### config.mk
export PLATFORM = sky130hd
export DESIGN_NAME = dual_stepper_phase_sequencer
export DESIGN_NICKNAME = d
export VERILOG_FILES = /design/src/design/dsps_pkg.sv /design/src/design/dsps_engine.sv /design/src/design/dual_stepper_phase_sequencer.sv
export VERILOG_INCLUDE_DIRS = /design/src /design/src/design
export SDC_FILE = /design/constraint.sdc
export NUM_CORES = 1
export LEC_CHECK = 0
export ABC_AREA = 1
export BUFFER_PORTS_ARGS = -buffer_cell sky130_fd_sc_hd__buf_2
export CAP_MARGIN = 40
export CORE_UTILIZATION = 55
export CTS_BUF_LIST = sky130_fd_sc_hd__clkbuf_8
export CTS_CLUSTER_SIZE = 16
export DETAILED_ROUTE_END_ITERATION = 8
export HOLD_SLACK_MARGIN = 0.15
export PLACE_DENSITY_LB_ADDON = 0.15
export RECOVER_POWER = 100
export SKIP_CTS_REPAIR_TIMING = 1
export SLEW_MARGIN = 20
export SYNTH_ARGS = -nofsm -noshare
export SYNTH_HDL_FRONTEND = slang
export SYNTH_SLANG_ARGS = --single-unit
### constraint.sdc
create_clock -name aclk -period 2.9 [get_ports aclk]
set_clock_uncertainty 0.15 [all_clocks]
set_input_delay 0.58 -clock aclk [delete_from_list [all_inputs] [get_ports aclk]]
set_output_delay 0.58 -clock aclk [all_outputs]
set_load 0.05 [all_outputs]
### src/design/dual_stepper_phase_sequencer_assert.svh
// Assertion macros shared by the stepper sequencer modules.
`ifndef DUAL_STEPPER_PHASE_SEQUENCER_ASSERT_SVH
`define DUAL_STEPPER_PHASE_SEQUENCER_ASSERT_SVH

// Same-cycle implication, sampled on aclk, off while aresetn is low.
`define DSPS_ASSERT_NOW(lbl, ante, cons, msg) \
    lbl: assert property (@(posedge aclk) disable iff (!aresetn) (ante) |-> (cons)) \
        else $error(msg);

// Next-cycle implication, sampled on aclk, off while aresetn is low.
`define DSPS_ASSERT_NEXT(lbl, ante, cons, msg) \
    lbl: assert property (@(posedge aclk) disable iff (!aresetn) (ante) |=> (cons)) \
        else $error(msg);

`endif

### src/design/dsps_pkg.sv
// Package: field widths, command codes, reset values and beat types for the sequencer.
`default_nettype none
package dsps_pkg;

    localparam int unsigned OPCODE_W  = 8;
    localparam int unsigned ARG_W     = 16;
    localparam int unsigned COILS_W   = 4;
    localparam int unsigned PERIOD_W  = 8;
    localparam int unsigned SPEED_W   = 8;
    localparam int unsigned PRESCALE_W = 8;
    localparam int unsigned RUN_W     = 16;

    // Command codes
    localparam logic [OPCODE_W-1:0] CMD_FORWARD  = 8'h01;
    localparam logic [OPCODE_W-1:0] CMD_BACKWARD = 8'h02;
    localparam logic [OPCODE_W-1:0] CMD_LEFT     = 8'h03;
    localparam logic [OPCODE_W-1:0] CMD_RIGHT    = 8'h04;
    localparam logic [OPCODE_W-1:0] CMD_STOP     = 8'h05;
    localparam logic [OPCODE_W-1:0] CMD_SPEED    = 8'h06;
    localparam logic [OPCODE_W-1:0] CMD_RUNTIME  = 8'h07;
    localparam logic [OPCODE_W-1:0] CMD_PHASE    = 8'h08;

    // Phase mode selectors in the low byte of arg
    localparam logic [7:0] PHASE_ONE = 8'h01;
    localparam logic [7:0] PHASE_TWO = 8'h02;

    // Action codes
    localparam logic ACT_TICK    = 1'b0;
    localparam logic ACT_COMMAND = 1'b1;

    // Coil patterns (active low)
    localparam logic [COILS_W-1:0] PAT_RESET    = 4'h3;
    localparam logic [COILS_W-1:0] PAT_ONE      = 4'hE;
    localparam logic [COILS_W-1:0] PAT_TWO      = 4'hC;
    localparam logic [COILS_W-1:0] PAT_RELEASED = 4'hF;

    // Reset values
    localparam logic [PERIOD_W-1:0] PERIOD_RESET = 8'd40;
    localparam logic [SPEED_W-1:0]  SPEED_RESET  = 8'd30;

    typedef struct packed {
        logic                action;
        logic [OPCODE_W-1:0] opcode;
        logic [ARG_W-1:0]    arg;
    } item_t;

    typedef struct packed {
        logic [COILS_W-1:0] left_coils;
        logic [COILS_W-1:0] right_coils;
        logic               running;
        logic               timed_run;
    } result_t;

endpackage
`default_nettype wire

### src/design/dsps_engine.sv
// Sequencer state, step period register and the per-beat update logic.
`default_nettype none
`include "dual_stepper_phase_sequencer_assert.svh"
module dsps_engine (
    input  wire logic                          aclk,
    input  wire logic                          aresetn,
    input  wire logic                          cfg_wr_en,
    input  wire logic [dsps_pkg::PERIOD_W-1:0] cfg_wr_data,
    input  wire logic                          fire,
    input  wire dsps_pkg::item_t               item,
    output dsps_pkg::result_t                  result
);

    logic [dsps_pkg::PERIOD_W-1:0]   step_period_reg;
    logic [dsps_pkg::COILS_W-1:0]    left_pattern_reg,  left_pattern_next;
    logic [dsps_pkg::COILS_W-1:0]    right_pattern_reg, right_pattern_next;
    logic                            enabled_reg,       enabled_next;
    logic                            left_fwd_reg,      left_fwd_next;
    logic                            right_fwd_reg,     right_fwd_next;
    logic [dsps_pkg::SPEED_W-1:0]    speed_reg,         speed_next;
    logic [dsps_pkg::PRESCALE_W-1:0] prescale_reg,      prescale_next;
    logic [dsps_pkg::RUN_W-1:0]      run_count_reg,     run_count_next;
    logic                            run_active_reg,    run_active_next;

    logic [7:0]                      arg_low;
    logic signed [9:0]               step_limit;
    logic                            step_due;
    logic [dsps_pkg::COILS_W-1:0]    left_stepped, right_stepped;

    assign arg_low = item.arg[7:0];

    // Signed limit: period minus speed, both widened by two bits
    assign step_limit = $signed({2'b00, step_period_reg}) - $signed({2'b00, speed_reg});
    assign step_due   = $signed({2'b00, prescale_reg}) > step_limit;

    // Left forward rotates up, right forward rotates down
    assign left_stepped  = left_fwd_reg ? {left_pattern_reg[2:0], left_pattern_reg[3]}
                                        : {left_pattern_reg[0], left_pattern_reg[3:1]};
    assign right_stepped = right_fwd_reg ? {right_pattern_reg[0], right_pattern_reg[3:1]}
                                         : {right_pattern_reg[2:0], right_pattern_reg[3]};

    // Next state for one beat
    always_comb begin
        left_pattern_next  = left_pattern_reg;
        right_pattern_next = right_pattern_reg;
        enabled_next       = enabled_reg;
        left_fwd_next      = left_fwd_reg;
        right_fwd_next     = right_fwd_reg;
        speed_next         = speed_reg;
        prescale_next      = prescale_reg;
        run_count_next     = run_count_reg;
        run_active_next    = run_active_reg;
        if (item.action == dsps_pkg::ACT_COMMAND) begin
            unique case (item.opcode)
                dsps_pkg::CMD_FORWARD: begin
                    enabled_next = 1'b1; left_fwd_next = 1'b1; right_fwd_next = 1'b1;
                    run_active_next = 1'b0;
                end
                dsps_pkg::CMD_BACKWARD: begin
                    enabled_next = 1'b1; left_fwd_next = 1'b0; right_fwd_next = 1'b0;
                    run_active_next = 1'b0;
                end
                dsps_pkg::CMD_LEFT: begin
                    enabled_next = 1'b1; left_fwd_next = 1'b1; right_fwd_next = 1'b0;
                    run_active_next = 1'b0;
                end
                dsps_pkg::CMD_RIGHT: begin
                    enabled_next = 1'b1; left_fwd_next = 1'b0; right_fwd_next = 1'b1;
                    run_active_next = 1'b0;
                end
                dsps_pkg::CMD_STOP: begin
                    enabled_next    = 1'b0;
                    run_active_next = 1'b0;
                end
                dsps_pkg::CMD_SPEED: begin
                    // times ten as shift-and-add, kept to eight bits
                    speed_next    = {arg_low[4:0], 3'b000} + {arg_low[6:0], 1'b0};
                    prescale_next = '0;
                end
                dsps_pkg::CMD_RUNTIME: begin
                    run_count_next  = item.arg;
                    run_active_next = 1'b1;
                end
                dsps_pkg::CMD_PHASE: begin
                    // Other phase modes leave the patterns alone
                    if (arg_low == dsps_pkg::PHASE_ONE) begin
                        left_pattern_next  = dsps_pkg::PAT_ONE;
                        right_pattern_next = dsps_pkg::PAT_ONE;
                    end else if (arg_low == dsps_pkg::PHASE_TWO) begin
                        left_pattern_next  = dsps_pkg::PAT_TWO;
                        right_pattern_next = dsps_pkg::PAT_TWO;
                    end
                end
                default: begin
                end
            endcase
        end else begin
            // Step when the prescaler passes the limit, else count on
            if (enabled_reg) begin
                if (step_due) begin
                    prescale_next      = '0;
                    left_pattern_next  = left_stepped;
                    right_pattern_next = right_stepped;
                end else begin
                    prescale_next = prescale_reg + 1'b1;
                end
            end
            // Countdown after stepping; expiry stops and releases the coils
            if (run_active_reg) begin
                if (run_count_reg != '0) begin
                    run_count_next = run_count_reg - 1'b1;
                end else begin
                    run_active_next    = 1'b0;
                    enabled_next       = 1'b0;
                    left_pattern_next  = dsps_pkg::PAT_RELEASED;
                    right_pattern_next = dsps_pkg::PAT_RELEASED;
                end
            end
        end
    end

    // Hold the state between beats, advance on fire
    always_ff @(posedge aclk) begin
        if (!aresetn) begin
            step_period_reg   <= dsps_pkg::PERIOD_RESET;
            left_pattern_reg  <= dsps_pkg::PAT_RESET;
            right_pattern_reg <= dsps_pkg::PAT_RESET;
            enabled_reg       <= 1'b0;
            left_fwd_reg      <= 1'b1;
            right_fwd_reg     <= 1'b1;
            speed_reg         <= dsps_pkg::SPEED_RESET;
            prescale_reg      <= '0;
            run_count_reg     <= '0;
            run_active_reg    <= 1'b0;
        end else begin
            if (cfg_wr_en) begin
                step_period_reg <= cfg_wr_data;
            end
            if (fire) begin
                left_pattern_reg  <= left_pattern_next;
                right_pattern_reg <= right_pattern_next;
                enabled_reg       <= enabled_next;
                left_fwd_reg      <= left_fwd_next;
                right_fwd_reg     <= right_fwd_next;
                speed_reg         <= speed_next;
                prescale_reg      <= prescale_next;
                run_count_reg     <= run_count_next;
                run_active_reg    <= run_active_next;
            end
        end
    end

    // Result shows the state after this beat's update
    assign result.left_coils  = left_pattern_next;
    assign result.right_coils = right_pattern_next;
    assign result.running     = enabled_next;
    assign result.timed_run   = run_active_next;

    `DSPS_ASSERT_NEXT(a_expiry_releases,
        fire && item.action == dsps_pkg::ACT_TICK && run_active_reg && run_count_reg == '0,
        left_pattern_reg == dsps_pkg::PAT_RELEASED && right_pattern_reg == dsps_pkg::PAT_RELEASED
            && !enabled_reg && !run_active_reg,
        "run expiry did not stop and release both motors")
    `DSPS_ASSERT_NEXT(a_state_holds_idle, !fire,
        $stable(left_pattern_reg) && $stable(right_pattern_reg) && $stable(enabled_reg)
            && $stable(run_count_reg),
        "sequencer state moved without a beat")

endmodule
`default_nettype wire

### src/design/dual_stepper_phase_sequencer.sv
// Top level: input register, sequencer engine and result register.
// An accepted beat goes to the input register, then to the result register; m_ready low stalls it.
// Throughput: one beat per cycle while m_ready drains the result register; the input
// and result registers form a two-stage pipeline; the engine state updates once per beat.
// Reset: synchronous on aresetn low; clears both valid flags and puts the
// step period, patterns, directions, speed and counters at their reset values.
`default_nettype none
`include "dual_stepper_phase_sequencer_assert.svh"
module dual_stepper_phase_sequencer (
    input  wire logic                          aclk,
    input  wire logic                          aresetn,
    input  wire logic                          cfg_wr_en,
    input  wire logic [dsps_pkg::PERIOD_W-1:0] cfg_wr_data,
    input  wire logic                          s_valid,
    output logic                               s_ready,
    input  wire logic                          s_action,
    input  wire logic [dsps_pkg::OPCODE_W-1:0] s_opcode,
    input  wire logic [dsps_pkg::ARG_W-1:0]    s_arg,
    output logic                               m_valid,
    input  wire logic                          m_ready,
    output logic [dsps_pkg::COILS_W-1:0]       m_left_coils,
    output logic [dsps_pkg::COILS_W-1:0]       m_right_coils,
    output logic                               m_running,
    output logic                               m_timed_run
);

    logic              in_valid_reg;
    dsps_pkg::item_t   in_item_reg;
    logic              out_valid_reg;
    dsps_pkg::result_t out_result_reg;
    dsps_pkg::result_t step_result;
    logic              advance;

    // Move the held beat through when the result register is free
    assign advance = in_valid_reg && (!out_valid_reg || m_ready);
    assign s_ready = !in_valid_reg || advance;

    // Input register
    always_ff @(posedge aclk) begin
        if (!aresetn) begin
            in_valid_reg <= 1'b0;
        end else if (s_ready) begin
            in_valid_reg <= s_valid;
        end
    end

    always_ff @(posedge aclk) begin
        if (s_valid && s_ready) begin
            in_item_reg <= '{action: s_action, opcode: s_opcode, arg: s_arg};
        end
    end

    dsps_engine u_engine (
        .aclk        (aclk),
        .aresetn     (aresetn),
        .cfg_wr_en   (cfg_wr_en),
        .cfg_wr_data (cfg_wr_data),
        .fire        (advance),
        .item        (in_item_reg),
        .result      (step_result)
    );

    // Result register
    always_ff @(posedge aclk) begin
        if (!aresetn) begin
            out_valid_reg <= 1'b0;
        end else if (advance) begin
            out_valid_reg <= 1'b1;
        end else if (m_ready) begin
            out_valid_reg <= 1'b0;
        end
    end

    always_ff @(posedge aclk) begin
        if (advance) begin
            out_result_reg <= step_result;
        end
    end

    assign m_valid       = out_valid_reg;
    assign m_left_coils  = out_result_reg.left_coils;
    assign m_right_coils = out_result_reg.right_coils;
    assign m_running     = out_result_reg.running;
    assign m_timed_run   = out_result_reg.timed_run;

    `DSPS_ASSERT_NEXT(a_stall_holds_beat, in_valid_reg && out_valid_reg && !m_ready,
        in_valid_reg && $stable(in_item_reg),
        "held beat lost while the result register was stalled")
    `DSPS_ASSERT_NOW(a_result_from_beat, $rose(out_valid_reg), $past(in_valid_reg),
        "result appeared without a beat in the input register")

endmodule
`default_nettype wire
==> results.py <==
metrics = {
    "run_status": {
        "status": "finished with violations",
        "violations": "negative setup slack",
    },
    "placement": {
        "post-place-cells": 737,
        "place_ws_ps": -101,
        "place_area_sq_um": 5070,
        "dp_hpwl_mm": 6.93,
        "gp_congestion": 0.853,
        "portBuffers": 49,
    },
    "timing": {
        "finalSetupTns_ps": -24.4,
        "setup_viol": 3,
        "max_freq_mhz": 343,
        "finalMaxSlewViolations": 0,
        "period_needed_ps": 2910,
        "whs_ps": 237,
        "worst_slack_ps": -13.9,
        "rsz0062_at_grt": "true",
        "slew_headroom_pct": 15.2,
        "finalHoldViolations": 0,
        "tightest_slew_ps": 1270,
        "fin_crit_sh_pct": 100,
    },
    "die": {
        "dieArea_sq_um": 8870,
        "num_rows": 33,
        "io_pins": 50,
        "core_sq_um": 8220,
        "fp.dieH_microns": 94.2,
        "initial_utilization_pct": 56.9,
        "die_w_microns": 94.2,
    },
    "worst_setup_path": {
        "crit_arrival_ps": 2880,
        "cp_top_family": "adder cells",
        "worst-path-buf-inv": 3,
        "crit_path_max_fanout": 6,
        "required_ps": 2870,
        "endpoint_kind": "flip-flop",
        "r2r_setup_slack_ps": -10,
        "crit_top_cell": "nand2_1",
        "cp_slowest_cell": "fa_2",
        "max_stage_delay_ps": 360,
        "cp-start-kind": "flip-flop",
        "crit_chain": "inv_2 > ha_4 > fa_2 > o21ai_2 > a21o_1 > a21oi_2 > xor2_1 > ha_1 > nand2_1 > inv_2 > nand2_2 > nand2_1 > nand2_1 > nand2_2 > buf_6 > nand3_1 > nand2_1 > nand2_2 > nand2_1",
        "worstReg2RegEnd": "m_left_coils[3]",
        "path_class": "flip-flop to flip-flop",
        "r2r_cells": 19,
        "r2r_start": "u_engine.step_period_reg[1]",
    },
    "yosys": {
        "async_reset_ff_share_pct": 0,
        "synth_top_area_cell": "dfxtp_1",
        "yosys.area.top_type_share_pct": 22.7,
        "synth_cell_types": 41,
        "ys_warn_count": 0,
        "avgSynthCellArea_sq_um": 7.97,
        "synth-edff-count": 35,
        "ys.flop_type": "dfxtp_1",
        "seq_area_frac_synth_pct": 45.2,
        "syn_area_sq_um": 4680,
        "synth_nets": 648,
        "synth_area_leaders": "dfxtp_1 23%, edfxtp_1 22%, nand2_1 10%",
        "syn_inst": 587,
        "synth_seq_cells": 88,
    },
    "drt": {
        "vias_per_cell": 5.34,
        "highest_layer": "met4",
        "drtAntennaViolNets": 0,
        "m1WireLength_mm": 4.29,
        "wl_per_cell_microns": 12.9,
        "drt-total-wl_mm": 9.73,
        "dr_wl_met2_mm": 4.92,
        "met3_length_microns": 359,
        "first_iter_violations": 175,
        "drc_errors": 0,
        "drt-pass1-iter-count": 5,
        "vias": 4018,
    },
    "power": {
        "p_leak_uw": 0.00236,
        "ir_drop_mv": 0.283,
        "p_per_area_nw_per_um2": 473,
    },
    "min_path": {
        "hold_depth": 1,
        "min_from": "s_arg[10]",
        "hold_class": "input pin to flip-flop",
        "hold_end": "in_item_reg[10]",
    },
    "cts": {
        "cts_inserted_buffers": 9,
        "clk_latency_ps": 360,
        "cts_max_path_buffers": 2,
        "cts_sinks": 88,
        "root_buffer": "clkbuf_8",
        "clk_pin_slew_ps": 90,
        "cts_tree": "built",
        "cts.htree.levels": 3,
    },
    "global_routing": {
        "grt_pass1_wl_mm": 16.3,
        "first_global_vias": 3757,
        "overflow": 0,
        "grt_antenna_before_repair": 0,
        "grt_usage_pct": 23.6,
        "grt_start_max_net_pins": 31,
    },
    "layout": {
        "syn2layout_area_growth_pct": 13.6,
        "largest_reg_flops": 25,
        "fill_cells": 730,
        "final_cell_area_sq_um": 5310,
        "diodes": 0,
        "drive_gt1_share_pct": 16.4,
        "stdcell_count": 753,
        "layout.nets": 704,
    },
    "flow_run": {
        "drv_cap": 0,
    },
}
[routing by layer]
metal	global-route usage, %	vias up
met4	9.49	0
met2	42.0	97
met3	4.29	15
met5	0	-
met1	27.7	1849
li1	-	2057
[worst max path at each step]
| stage | startpoint | to | slack [ps] | cells after the start |
|---|---|---|---|---|
| after floorplan | u_engine.step_period_reg[1] | m_left_coils[1] | 1 | 19 |
| after global placement | u_engine.step_period_reg[1] | m_left_coils[1] | -40 | 19 |
| after detailed placement | u_engine.step_period_reg[1] | m_left_coils[1] | -100 | 19 |
| after CTS | u_engine.step_period_reg[1] | m_left_coils[1] | -130 | 19 |
| after global routing | u_engine.step_period_reg[1] | m_right_coils[0] | -170 | 17 |
| final | u_engine.step_period_reg[1] | m_left_coils[3] | -10 | 19 |
[placed cells by master, fill, tap and decap left out, types with 6 or more instances in the layout]
cell type  Yosys  routed
clkbuf_1       9      15
a31oi_1        7       7
nor2_1        47      47
xor2_1        12      12
nand2_2        6      11
nand3_1       47      43
a21oi_1       43      40
buf_4          1      11
nand2_1      128     122
xnor2_1        6       6
edfxtp_1      35      35
ha_1          21      18
buf_2          2      35
o21ai_0       49      48
nor3_1         7       7
inv_1         69      66
dfxtp_1       53      51
clkbuf_8       0       9
[per-stage QoR]
stage	total power [uW]	utilization, %
CTS	2520	63.8
floorplan	1660	-
global placement	1750	61.7
finish	2510	64.6
global route	2640	64.6
detailed placement	1770	61.7
[power by group]
group	switching (uW)	total [uW]	internal (uW)	leakage, uW
logic	241	380	139	0.00151
clock network	444	753	309	0.0000791
registers	37.1	1380	1340	0.000766
[cell type report]
cell class	instances	area [sq um]	share of cell area [%]
clock buffers	9	124	2.33
multi-input cells	409	2290	43.2
flip-flops and latches	88	2110	39.8
inverters	73	277	5.21
well taps	105	131	2.47
repair buffers	62	325	6.12
clock inverters	7	47.5	0.895
[cell families after synthesis]
kind of cell | Yosys count | share of synthesized area, %
AO/OA/AOI/OAI | 113 | 13.0
XOR/XNOR | 18 | 3.37
adder cells (fa/ha/maj) | 23 | 6.48
buffers and inverters | 90 | 7.73
flip-flops | 88 | 45.2
AND/OR/NAND/NOR | 255 | 24.3
[synthesized netlist by cell type, drive strengths merged (8+ instances only)]
master    n
nor3      8
xor2     12
a21oi    43
nand2   135
o21ai    53
clkbuf    9
inv      71
buf       8
nand3    49
dfxtp    53
nor2     52
edfxtp   35
ha       21
No activity file was read; power rests on OpenSTA's default activity.
